## src/rtl/stream_grouping_router_top_assert.svh

```systemverilog
// Assertion macros shared by the router RTL.
`ifndef STREAM_GROUPING_ROUTER_TOP_ASSERT_SVH
`define STREAM_GROUPING_ROUTER_TOP_ASSERT_SVH

// Antecedent holds in a cycle, consequent must hold in the same cycle.
`define SGR_ASSERT_SAME(label, ante, cons) \
  label: assert property (@(posedge clk) disable iff (!rst_n) (ante) |-> (cons)) \
    else $error("router assertion failed");

// Antecedent holds in a cycle, consequent must hold in the next cycle.
`define SGR_ASSERT_NEXT(label, ante, cons) \
  label: assert property (@(posedge clk) disable iff (!rst_n) (ante) |=> (cons)) \
    else $error("router assertion failed");

`endif

```

## src/rtl/sgr_pkg.sv

```systemverilog
`default_nettype none
package sgr_pkg;

  localparam int KeyW   = 64;
  localparam int CntW   = 7;
  localparam int IdxW   = 6;
  localparam int LoadW  = 32;
  localparam int Depth  = 64;
  localparam int DigitW = 8;

  localparam logic [2:0] MODE_SHUFFLE = 3'd0;
  localparam logic [2:0] MODE_KEY     = 3'd1;
  localparam logic [2:0] MODE_BCAST   = 3'd2;
  localparam logic [2:0] MODE_MCAST   = 3'd3;
  localparam logic [2:0] MODE_CHOICE  = 3'd4;

  localparam logic [1:0] REG_MODE    = 2'd0;
  localparam logic [1:0] REG_WORKERS = 2'd1;
  localparam logic [1:0] REG_FANOUT  = 2'd2;

  localparam logic [CntW-1:0] CountMax = 7'd64;

  typedef logic [CntW-1:0] cnt_t;

  // Clamps a count register to 1..64.
  function automatic cnt_t clamp_count(cnt_t v);
    cnt_t r;
    r = v;
    if (v == '0) r = 7'd1;
    else if (v > CountMax) r = CountMax;
    return r;
  endfunction

  // Eight restoring remainder steps, most significant dividend bit first.
  function automatic cnt_t mod_step8(cnt_t rem, logic [DigitW-1:0] bits, cnt_t d);
    cnt_t t;
    t = rem;
    for (int k = DigitW - 1; k >= 0; k--) begin
      t = {t[CntW-2:0], bits[k]};
      if (t >= d) t = t - d;
    end
    return t;
  endfunction

endpackage
`default_nettype wire

```

## src/rtl/stream_grouping_router_top.sv

```systemverilog
// One 64-bit remainder is a load followed by 8 digit steps of 8 bits each.
// Transactions are taken one at a time: in_stall stays high until the sequencer is idle again.
// Reset (rst_n low, synchronous): config to defaults, round-robin and all loads to zero.
`default_nettype none
`include "stream_grouping_router_top_assert.svh"
module stream_grouping_router_top
  import sgr_pkg::*;
(
  input  wire logic              clk,
  input  wire logic              rst_n,
  input  wire logic              cfg_we,
  input  wire logic [1:0]        cfg_index,
  input  wire logic [CntW-1:0]   cfg_data,
  input  wire logic              in_valid,
  output logic                   in_stall,
  input  wire logic [KeyW-1:0]   in_key_hash,
  output logic                   out_valid,
  input  wire logic              out_stall,
  output logic [IdxW-1:0]        out_slot,
  output logic [IdxW-1:0]        out_dest,
  output logic [IdxW-1:0]        out_tag,
  output logic                   out_last
);

  // Sequencer states.
  localparam logic [2:0] S_IDLE = 3'd0;
  localparam logic [2:0] S_MOD  = 3'd1;  // remainder unit running
  localparam logic [2:0] S_POST = 3'd2;  // remainder ready, decide next step
  localparam logic [2:0] S_EMIT = 3'd3;  // hand one route to the output register
  localparam logic [2:0] S_CMP  = 3'd4;  // load word read back, compare
  localparam logic [2:0] S_WR   = 3'd5;  // bump winning load counter

  // Configuration registers.
  logic [2:0]      mode_r;
  cnt_t            wc_r, fc_r;
  cnt_t            n_eff, f_eff;

  always_ff @(posedge clk) begin
    if (!rst_n) begin
      mode_r <= MODE_SHUFFLE;
      wc_r   <= 7'd1;
      fc_r   <= 7'd1;
    end else if (cfg_we) begin
      case (cfg_index)
        REG_MODE:    mode_r <= cfg_data[2:0];
        REG_WORKERS: wc_r   <= cfg_data;
        REG_FANOUT:  fc_r   <= cfg_data;
        default: ;
      endcase
    end
  end

  assign n_eff = clamp_count(wc_r);
  assign f_eff = clamp_count(fc_r);

  // Sequencer and datapath registers.
  logic [2:0]      state_r, state_nxt;
  logic [1:0]      ph_r, ph_nxt;         // multicast phase
  logic [KeyW-1:0] h_r, h_nxt;
  cnt_t            idx_r, idx_nxt;
  logic [IdxW-1:0] rr_r, rr_nxt;
  logic [IdxW-1:0] p_r, p_nxt;
  logic [IdxW-1:0] prim_r, prim_nxt;
  logic [IdxW-1:0] best_r, best_nxt;
  logic [LoadW-1:0] best_load_r, best_load_nxt;

  // Shared remainder unit: magnitude of a 64-bit value modulo a 7-bit count.
  logic [KeyW-1:0] mag_r, mag_nxt;
  cnt_t            rem_r, rem_nxt;
  cnt_t            mod_d_r, mod_d_nxt;
  logic [2:0]      mod_cnt_r, mod_cnt_nxt;

  // Load table: memory plus one valid flag per worker so reset clears it at once.
  logic [LoadW-1:0] load_mem [Depth];
  logic [LoadW-1:0] rd_data_r;
  logic [Depth-1:0] vld_r;
  logic             rd_vld_r;
  logic             mem_we;
  logic [LoadW-1:0] load_val;
  logic [LoadW-1:0] load_inc;

  // Output register.
  logic            out_valid_r;
  logic [IdxW-1:0] out_slot_r, out_dest_r, out_tag_r;
  logic            out_last_r;
  logic            out_free;
  logic            out_load;
  logic [IdxW-1:0] emit_slot, emit_dest, emit_tag;
  logic            emit_last;

  logic            in_acc;
  logic [KeyW-1:0] mod_x;
  logic            mod_start;
  cnt_t            mod_div;
  cnt_t            idx_inc;

  assign in_stall = (state_r != S_IDLE);
  assign in_acc   = in_valid && !in_stall;
  assign out_free = !out_valid_r || !out_stall;
  assign idx_inc  = idx_r + 7'd1;

  // A load word that was never written since reset reads as zero.
  assign load_val = rd_vld_r ? rd_data_r : '0;
  assign load_inc = (best_load_r == '1) ? best_load_r : best_load_r + 32'd1;

  // Payload of the route the sequencer is about to emit.
  always_comb begin
    emit_slot = '0;
    emit_dest = '0;
    emit_tag  = '0;
    emit_last = 1'b1;
    case (mode_r)
      MODE_SHUFFLE: emit_dest = rr_r;
      MODE_KEY:     emit_dest = rem_r[IdxW-1:0];
      MODE_BCAST: begin
        emit_slot = idx_r[IdxW-1:0];
        emit_dest = idx_r[IdxW-1:0];
        emit_tag  = prim_r;
        emit_last = (idx_inc == n_eff);
      end
      MODE_MCAST: begin
        emit_slot = idx_r[IdxW-1:0];
        emit_dest = (idx_r[IdxW-1:0] == p_r) ? prim_r : rem_r[IdxW-1:0];
        emit_tag  = p_r;
        emit_last = (idx_inc == f_eff);
      end
      MODE_CHOICE:  emit_dest = best_r;
      default: ;
    endcase
  end

  always_comb begin
    state_nxt     = state_r;
    ph_nxt        = ph_r;
    h_nxt         = h_r;
    idx_nxt       = idx_r;
    rr_nxt        = rr_r;
    p_nxt         = p_r;
    prim_nxt      = prim_r;
    best_nxt      = best_r;
    best_load_nxt = best_load_r;
    mod_start     = 1'b0;
    mod_x         = h_r;
    mod_div       = n_eff;
    out_load      = 1'b0;
    mem_we        = 1'b0;

    case (state_r)
      S_IDLE: begin
        if (in_acc) begin
          h_nxt   = in_key_hash;
          idx_nxt = '0;
          ph_nxt  = 2'd0;
          mod_x   = in_key_hash;
          case (mode_r)
            MODE_SHUFFLE: begin
              mod_x     = {{(KeyW-CntW){1'b0}}, {1'b0, rr_r} + 7'd1};
              mod_start = 1'b1;
            end
            MODE_KEY, MODE_BCAST, MODE_CHOICE: mod_start = 1'b1;
            MODE_MCAST: begin
              mod_div   = f_eff;
              mod_start = 1'b1;
            end
            default: ;  // unused modes drop the transaction
          endcase
        end
      end

      S_MOD: begin
        if (mod_cnt_r == 3'd7) state_nxt = S_POST;
      end

      S_POST: begin
        case (mode_r)
          MODE_SHUFFLE: begin
            rr_nxt    = rem_r[IdxW-1:0];
            state_nxt = S_EMIT;
          end
          MODE_BCAST: begin
            prim_nxt  = rem_r[IdxW-1:0];
            state_nxt = S_EMIT;
          end
          MODE_MCAST: begin
            if (ph_r == 2'd0) begin
              p_nxt     = rem_r[IdxW-1:0];
              ph_nxt    = 2'd1;
              mod_start = 1'b1;
            end else if (ph_r == 2'd1) begin
              prim_nxt = rem_r[IdxW-1:0];
              ph_nxt   = 2'd2;
              if (p_r == '0) begin
                state_nxt = S_EMIT;
              end else begin
                mod_x     = h_r + {{(KeyW-IdxW){1'b0}}, p_r};
                mod_start = 1'b1;
              end
            end else begin
              state_nxt = S_EMIT;
            end
          end
          MODE_CHOICE: state_nxt = S_CMP;  // load word read issued this cycle
          default:     state_nxt = S_EMIT;
        endcase
      end

      S_CMP: begin
        if (idx_r == '0 || load_val < best_load_r) begin
          best_nxt      = rem_r[IdxW-1:0];
          best_load_nxt = load_val;
        end
        idx_nxt = idx_inc;
        if (idx_inc < f_eff) begin
          mod_x     = h_r + {{(KeyW-CntW){1'b0}}, idx_inc};
          mod_start = 1'b1;
        end else begin
          state_nxt = S_WR;
        end
      end

      S_WR: begin
        mem_we    = 1'b1;
        state_nxt = S_EMIT;
      end

      S_EMIT: begin
        if (out_free) begin
          out_load  = 1'b1;
          state_nxt = S_IDLE;
          if (!emit_last && (mode_r == MODE_BCAST || mode_r == MODE_MCAST)) begin
            idx_nxt   = idx_inc;
            state_nxt = S_EMIT;
            if (mode_r == MODE_MCAST && idx_inc[IdxW-1:0] != p_r) begin
              mod_x     = h_r + {{(KeyW-IdxW){1'b0}}, p_r}
                              + {{(KeyW-CntW){1'b0}}, idx_inc};
              mod_start = 1'b1;
            end
          end
        end
      end

      default: state_nxt = S_IDLE;
    endcase

    if (mod_start) state_nxt = S_MOD;
  end

  // Remainder unit datapath.
  always_comb begin
    mag_nxt     = mag_r;
    rem_nxt     = rem_r;
    mod_d_nxt   = mod_d_r;
    mod_cnt_nxt = mod_cnt_r;
    if (mod_start) begin
      mag_nxt     = mod_x[KeyW-1] ? (~mod_x + 64'd1) : mod_x;
      rem_nxt     = '0;
      mod_d_nxt   = mod_div;
      mod_cnt_nxt = '0;
    end else if (state_r == S_MOD) begin
      rem_nxt     = mod_step8(rem_r, mag_r[KeyW-1 -: DigitW], mod_d_r);
      mag_nxt     = {mag_r[KeyW-DigitW-1:0], {DigitW{1'b0}}};
      mod_cnt_nxt = mod_cnt_r + 3'd1;
    end
  end

  always_ff @(posedge clk) begin
    if (!rst_n) begin
      state_r     <= S_IDLE;
      ph_r        <= 2'd0;
      rr_r        <= '0;
      mod_cnt_r   <= '0;
      vld_r       <= '0;
      out_valid_r <= 1'b0;
    end else begin
      state_r   <= state_nxt;
      ph_r      <= ph_nxt;
      rr_r      <= rr_nxt;
      mod_cnt_r <= mod_cnt_nxt;
      if (mem_we) vld_r[best_r] <= 1'b1;
      if (out_load) out_valid_r <= 1'b1;
      else if (!out_stall) out_valid_r <= 1'b0;
    end
  end

  always_ff @(posedge clk) begin
    h_r         <= h_nxt;
    idx_r       <= idx_nxt;
    p_r         <= p_nxt;
    prim_r      <= prim_nxt;
    best_r      <= best_nxt;
    best_load_r <= best_load_nxt;
    mag_r       <= mag_nxt;
    rem_r       <= rem_nxt;
    mod_d_r     <= mod_d_nxt;
    rd_vld_r    <= vld_r[rem_r[IdxW-1:0]];
    if (out_load) begin
      out_slot_r <= emit_slot;
      out_dest_r <= emit_dest;
      out_tag_r  <= emit_tag;
      out_last_r <= emit_last;
    end
  end

  // Load memory: one write port, one registered read port.
  always_ff @(posedge clk) begin
    if (mem_we) load_mem[best_r] <= load_inc;
    rd_data_r <= load_mem[rem_r[IdxW-1:0]];
  end

  assign out_valid = out_valid_r;
  assign out_slot  = out_slot_r;
  assign out_dest  = out_dest_r;
  assign out_tag   = out_tag_r;
  assign out_last  = out_last_r;

  // The remainder unit never runs with a zero divisor.
  `SGR_ASSERT_SAME(a_mod_div_nonzero, state_r == S_MOD, mod_d_r != '0)
  // A candidate worker is always below the worker count.
  `SGR_ASSERT_SAME(a_cand_range, state_r == S_CMP, rem_r < n_eff)
  // Broadcast never walks past the last worker.
  `SGR_ASSERT_SAME(a_bcast_range, state_r == S_EMIT && mode_r == MODE_BCAST, idx_r < n_eff)
  // A load update is always followed by the route that reports it.
  `SGR_ASSERT_NEXT(a_wr_then_emit, state_r == S_WR, state_r == S_EMIT)

endmodule
`default_nettype wire
```

## config.mk

```make
export PLATFORM = sky130hd
export DESIGN_NAME = stream_grouping_router_top
export DESIGN_NICKNAME = d
export VERILOG_FILES = /design/src/rtl/sgr_pkg.sv /design/src/rtl/stream_grouping_router_top.sv
export VERILOG_INCLUDE_DIRS = /design/src /design/src/rtl
export SDC_FILE = /design/constraint.sdc
export NUM_CORES = 2
export LEC_CHECK = 0
export BUFFER_PORTS_ARGS = -buffer_cell sky130_fd_sc_hd__buf_2
export CAP_MARGIN = 20
export CORE_MARGIN = 3
export CORE_UTILIZATION = 25
export DETAILED_ROUTE_END_ITERATION = 10
export MAX_ROUTING_LAYER = met4
export PLACE_DENSITY = 0.49
export SYNTH_ARGS = -nofsm -noshare
export SYNTH_HDL_FRONTEND = slang
export SYNTH_SLANG_ARGS = --single-unit
```

## constraint.sdc

```tcl
create_clock -name clk -period 22 [get_ports clk]
set_input_delay 4.4 -clock clk [delete_from_list [all_inputs] [get_ports clk]]
set_output_delay 4.4 -clock clk [all_outputs]
set_load 0.005 [all_outputs]
```

# Yosys cells after proc, flatten, opt, wreduce, memory -nomap -nowiden
# Memory sizes are Yosys's and may differ from the RTL's. A register that Yosys moved wholly into a read port is not among the register bits.
# Index checks and enable logic that the tools add are counted.
# word_totals
wordCells	228
ram_bits	2048
memories	1
in_bits	78
latch_bits	0
register_bits	314
romBits	0
out_inout_bits	21
# mem_list
memory	words	width	rd	rd_ports_with_merged_regs	wr	line_no	text
load_mem	64	32	1	1	1	stream_grouping_router_top.sv:74	logic [LoadW-1:0] load_mem [Depth];
# op_classes
eq_ne	36
div	0
n_mux	93
n_shift	0
bitwise	4
n_reduce_logical	39
n_mul	0
order_cmp	15
n_addsub	16
# ops
op	n
2-to-1 mux 64 bit	13
case mux 64 bit (4 select lines)	1
2-to-1 mux 6 bit	25
adder 64 x 7 -> 64 bit	2
2-to-1 mux 7 bit	10
adder 64 x 1 -> 64 bit (second input constant)	1
adder 64 x 6 -> 64 bit	1
2-to-1 mux 32 bit	2
NOT 64 bit	1
OR 64 bit	1
>= comparator 7 bit	8
subtractor 6 bit	8
adder 32 x 1 -> 32 bit (second input constant)	1
== test 32 bit (second input constant)	1
< comparator 32 bit	1
case mux 6 bit (5 select lines)	1
case mux 6 bit (2 select lines)	2
zero test 7 bit	3
case mux 7 bit (3 select lines)	1
2-to-1 mux 1 bit	20
2-to-1 mux 3 bit	6
!= test 2 bit (second input constant)	9
case mux 3 bit (6 select lines)	1
!= test 3 bit (second input constant)	5
other kinds (40)	79

# Depth between registers and ports, before layout
# depth
word_depth	37
ltp_mapped	98
ltp_nobuf	90

# Worst setup path after synthesis
# OpenSTA, ideal clock, no wires.
# synth_path
path_kind	register to register
startpoint	register mod_d_r[1]
endpoint	register rem_r[0]
t_arrival_ns	16.557
stages_incl_launch_ff	95
required_ns	21.870
setup_slack_ns	5.313
path_buffers	8
synth_period_minus_slack_ns	16.687
setup_ns	0.130
cell_sequence	edfxtp_1 > inv_1 > ha_1 > nor2b_1 > o21ai_0 > nand2b_1 > a21o_1 > a21o_1 > a31o_2 > a21o_1 > a21o_1 > clkbuf_1 > mux2_2 > inv_1 > ha_1 > nor2b_1 > o21ai_0 > nand2b_1 > [59 not listed] > a21o_1 > a21o_1 > a211o_1 > a21o_1 > clkbuf_1 > a21oi_1 > ha_1 > a21o_1 > a21o_1 > a31o_2 > a21o_1 > a21oi_1 > nor2b_1 > o21ai_0 > nand2b_1 > clkbuf_1 > o21ai_0 > o21ai_0
# synth_between
elab_chain_len	30
word_cells_on_any_way	37
cone_classes	add/sub (7); order compare (8); mux (22)
# synth_lines
item	line_no	text
from (decl)	stream_grouping_router_top.sv:70	cnt_t mod_d_r, mod_d_nxt;
from (signal assigned)	stream_grouping_router_top.sv:294	mod_d_r <= mod_d_nxt;
subtractor 6 bit / >= comparator 7 bit (equally long branches)	sgr_pkg.sv:40	if (t >= d) t = t - d;
2-to-1 mux 6 bit	sgr_pkg.sv:40	
2-to-1 mux 6 bit	stream_grouping_router_top.sv:259	end else if (state_r == S_MOD) begin
2-to-1 mux 6 bit	stream_grouping_router_top.sv:254	if (mod_start) begin
subtractor 6 bit / >= comparator 7 bit (equally long branches)	sgr_pkg.sv:40	
2-to-1 mux 6 bit	sgr_pkg.sv:40	
2-to-1 mux 6 bit	stream_grouping_router_top.sv:259	
2-to-1 mux 6 bit	stream_grouping_router_top.sv:254	
[14 not listed]	--	
2-to-1 mux 6 bit	stream_grouping_router_top.sv:259	
2-to-1 mux 6 bit	stream_grouping_router_top.sv:254	
subtractor 6 bit / >= comparator 7 bit (equally long branches)	sgr_pkg.sv:40	
2-to-1 mux 6 bit	sgr_pkg.sv:40	
2-to-1 mux 6 bit	stream_grouping_router_top.sv:259	
2-to-1 mux 6 bit	stream_grouping_router_top.sv:254	
>= comparator 7 bit (*)	sgr_pkg.sv:40	
2-to-1 mux 6 bit (*)	sgr_pkg.sv:40	
to (signal assigned)	stream_grouping_router_top.sv:293	rem_r <= rem_nxt;
to (decl)	stream_grouping_router_top.sv:69	cnt_t rem_r, rem_nxt;
# Mark *: on every way between the ends. The rest lies on a longest branch, timed or not. The select of a mux whose other input is x is not followed.
# A chain may end at the register's enable or synchronous reset.

# Worst setup path after layout
# layout_path
startpoint	register rem_r[0]
endpoint	register rem_r[5]
# layout_between
elab_chain_len	30
word_cells_on_any_way	38
cone_classes	add/sub (8); order compare (8); mux (22)
# layout_lines
item	line_no
subtractor 6 bit / >= comparator 7 bit (equally long branches)	sgr_pkg.sv:40
2-to-1 mux 6 bit (*)	sgr_pkg.sv:40
2-to-1 mux 6 bit (*)	stream_grouping_router_top.sv:259
2-to-1 mux 6 bit (*)	stream_grouping_router_top.sv:254
subtractor 6 bit / >= comparator 7 bit (equally long branches)	sgr_pkg.sv:40
2-to-1 mux 6 bit (*)	sgr_pkg.sv:40
2-to-1 mux 6 bit (*)	stream_grouping_router_top.sv:259
2-to-1 mux 6 bit (*)	stream_grouping_router_top.sv:254
[14 not listed]	--
2-to-1 mux 6 bit (*)	stream_grouping_router_top.sv:259
2-to-1 mux 6 bit (*)	stream_grouping_router_top.sv:254
subtractor 6 bit / >= comparator 7 bit (equally long branches)	sgr_pkg.sv:40
2-to-1 mux 6 bit (*)	sgr_pkg.sv:40
2-to-1 mux 6 bit (*)	stream_grouping_router_top.sv:259
2-to-1 mux 6 bit (*)	stream_grouping_router_top.sv:254
subtractor 6 bit / >= comparator 7 bit (equally long branches)	sgr_pkg.sv:40
2-to-1 mux 6 bit (*)	sgr_pkg.sv:40
# Marked as above.

==> results.py <==
metrics = {
    "layout": {
        "nets": 6439,
        "nFillCells": 40709,
        "ff_latch_area_mm2": 0.07056,
        "final_core_util": 0.2909,
        "area_growth_pct": 15.45,
        "drive_above_1_share": 0.2439,
        "multi_input_area_mm2": 0.03306,
    },
    "setup_path": {
        "crit_family": "compound AO/OA/AOI/OAI gates",
        "crit_path_start_kind": "flip-flop",
        "endpoint_kind": "flip-flop",
        "crit_path_max_incr_delay_ns": 0.84,
        "cp_slowest_cell": "dfxtp_4",
        "critPathKind": "flip-flop to flip-flop",
        "arrival_ns": 18.87,
        "cp_num_buf_inv": 6,
        "crit_required_ns": 22.65,
        "critPathMostFrequentCell": "a21o_1",
        "worstPathMaxFanout": 38,
    },
    "sta": {
        "finalSetupViolations": 0,
        "slew_headroom": 0.2335,
        "max_clock_freq_mhz": 54.89,
        "period_minus_slack_ns": 18.22,
        "post-route-period-util": 0.8281,
        "hold_viol": 0,
        "tns_ns": 0,
        "clock_skew_ns": 0.1196,
        "final-max-slew-violation-count": 0,
        "rsz0062_at_grt": "false",
        "tightest_slew_ns": 1.139,
        "hold_slack_ns": 0.4597,
    },
    "power": {
        "powerDensity_mw_per_mm2": 145.2,
        "power_frac_seq": 0.291,
        "p_leak_nw": 30.11,
        "p_clk_frac": 0.233,
        "switching_share": 0.3578,
        "comb_power_share": 0.476,
        "switching_power_mw": 6.271,
        "p_int_mw": 11.25,
        "peakVddDrop_mv": 1.000,
    },
    "place": {
        "port_buffers": 98,
        "gp_congestion": 0.9096,
        "post-dp-hpwl_mm": 201.9,
    },
    "clock_network": {
        "ctsHoldBuffers": 0,
        "cts_max_level": 4,
        "clock_sinks": 2394,
        "post_cts_buffers": 0,
        "root_buffer": "clkbuf_16",
        "cts_inserted_buffers": 242,
        "cts_tree": "built",
        "clk_pin_slew_ns": 0.06,
        "clockBufferDepth": 4,
        "clk_latency_ns": 0.92,
        "cts_resized": 0,
    },
    "logic_synthesis": {
        "synth.distinct_cells": 110,
        "synth_seq_cells": 2394,
        "synth_seq_area_share": 0.6749,
        "synth.avg_cell_area_um2": 17.34,
        "synth_flop_cell": "edfxtp_1",
        "synth_top_cells_by_area": "edfxtp_1 (65%), mux4_2 (15%), dfxtp_1 (2.6%), ha_1 (1.4%), nor2_1 (1.1%)",
        "syn-instance-count": 6028,
        "synth_top_area_cell": "edfxtp_1",
        "synth_edf_count": 2259,
        "syn_nets": 6238,
        "async_flop_share": 0,
        "syn_area_mm2": 0.1045,
        "synth_top_area_frac": 0.6490,
        "ys_warn_count": 0,
    },
    "worst_hold_path": {
        "hold_class": "flip-flop to flip-flop",
    },
    "drt": {
        "drtIter0Drc": 6161,
        "post-route-drc-count": 0,
        "drt_pass1_iterations": 6,
        "ant_nets": 0,
        "drt-total-wl_mm": 335.4,
        "num_vias": 59592,
        "wl_per_cell_um": 28.14,
        "viasPerCell": 5.000,
    },
    "global_route": {
        "grt_max_degree": 104,
        "antenna_found_initial": 44,
        "grt_pass1_wl_mm": 471.0,
        "grt_usage": 0.1586,
        "overflow": 0,
        "grt_pass1_vias": 60224,
    },
    "floorplanning": {
        "die_h_um": 652.6,
        "ios": 99,
        "die-area_mm2": 0.4259,
        "die_w_um": 652.6,
        "start_util": 0.2519,
        "rows": 236,
        "coreArea_mm2": 0.4149,
    },
    "run": {
        "maxCapViolCount": 0,
    },
    "run_status": {
        "status": "finished clean",
    },
}
[logic make-up (layout without fill, tap and decap cells)]
kind of cell / count (synthesis) / after routing / synth area share
adders and majority gates: 132 / 132 / 0.01659
xor gates and xnor gates: 213 / 213 / 0.01821
muxes: 782 / 782 / 0.1579
other: 0 / 20 / 0
and+or+nand+nor: 1201 / 1201 / 0.06044
AOI/OAI and AO/OA: 865 / 865 / 0.05543
DFF: 2394 / 2394 / 0.6749
buffers and inverters: 441 / 838 / 0.01654
[final timing paths]
kind,startpoint,endpoint,slack (ns),cells after the start
setup / recovery,rem_r[0],rem_r[5],3.78,85
hold / removal,vld_r[55],vld_r[55],0.46,1
setup reg to reg,rem_r[0],rem_r[5],3.78,85
hold reg to reg,vld_r[55],vld_r[55],0.46,1
[flip-flops by register name, summed over array words and instances, names as in the netlist, 7 cells and up]
register and flops:
mag_r 64, fc_r 7, rd_data_r 32, best_load_r 32
wc_r 7, mod_d_r 7, h_r 64, idx_r 7
load_mem 2048, vld_r 64
[worst register-to-register path, delay by kind of cell (launching register included)]
family,cells,cell delay (ns)
AO/OA/AOI/OAI,51,11.02
adder cells (fa/ha/maj),8,2.39
buffers and inverters,6,0.43
flip-flops,1,0.84
multiplexers,4,1.34
AND/OR/NAND/NOR,16,2.05
[layout make-up]
| class | instances | share of cell area |
|---|---|---|
| multi-input cells | 3193 | 0.2740 |
| flip-flops and latches | 2394 | 0.5848 |
| repair buffers | 299 | 0.01701 |
| clock buffers | 303 | 0.05317 |
| diodes | 20 | 0.0004148 |
| inverters | 99 | 0.003090 |
| clock inverters | 137 | 0.01085 |
| well taps | 5474 | 0.05676 |
[routing by layer]
metal / vias to the layer above / share of wire / GRT usage
met5: - / 0 / -
met4: 0 / 0.030 / 0.04259
met3: 561 / 0.055 / 0.01812
met2: 2076 / 0.49 / 0.2617
met1: 31889 / 0.42 / 0.2074
li1: 25066 / - / -
[cell usage after synthesis (13+ instances only)]
cell type	count
edfxtp_1	2259
mux4_2	689
nor2_1	307
nand2_1	221
clkbuf_1	216
a21oi_1	189
o21ai_0	167
dfxtp_1	135
xnor2_1	124
ha_1	121
nand3_1	104
inv_1	96
nor3_1	96
o21a_1	94
buf_1	85
xor2_1	85
nand4_1	80
and2_1	59
a21o_1	57
nor4_1	53
mux2i_1	50
a31oi_1	44
nor2b_1	44
or3_1	43
mux2_2	42
a211oi_1	35
and3_1	35
buf_2	31
nand2b_1	26
o21ai_1	25
o31ai_1	23
a221oi_1	20
nand3b_1	20
o211ai_1	19
or4_1	17
and4_1	15
a211o_1	14
a21boi_0	14
or2_2	13
[through the flow]
stage	total power, mW	setup WS [ns]	instances	cell area, um2
5_1_grt	18.74	2.242	11903	120600
6_report	17.52	3.782	11919	120700
2_1_floorplan	12.15	5.313	6028	104500
3_3_place_gp	13.82	3.346	11453	112800
4_1_cts	17.75	3.516	11893	120600
3_5_place_dp	13.61	3.594	11453	112800
[power groups by stage]
stage | clock network (mW) | logic (mW) | registers [mW]
after detailed placement | 0 | 8.41 | 5.20
after global routing | 4.38 | 9.26 | 5.11
after CTS | 4.19 | 8.45 | 5.11
after global placement | 0 | 8.62 | 5.20
after floorplan | 0 | 7.02 | 5.13
final | 4.09 | 8.33 | 5.10
[layout by cell type, fill, tap and decap left out, types with 35 or more instances in the layout]
master	instances
a211oi_1	35
a21o_1	57
a21oi_1	186
a31oi_1	44
and2_1	59
buf_2	99
buf_4	193
clkbuf_1	49
clkbuf_16	243
clkinv_1	53
clkinv_2	39
dfxtp_1	129
edfxtp_1	2259
ha_1	121
inv_1	95
mux2_2	42
mux2i_1	50
mux4_2	689
nand2_1	219
nand3_1	104
nand4_1	80
nor2_1	248
nor2_4	59
nor2b_1	43
nor3_1	91
nor4_1	49
o21a_1	94
o21ai_0	166
or3_1	43
xnor2_1	94
xor2_1	85
No activity file was read; power rests on OpenSTA's default activity.
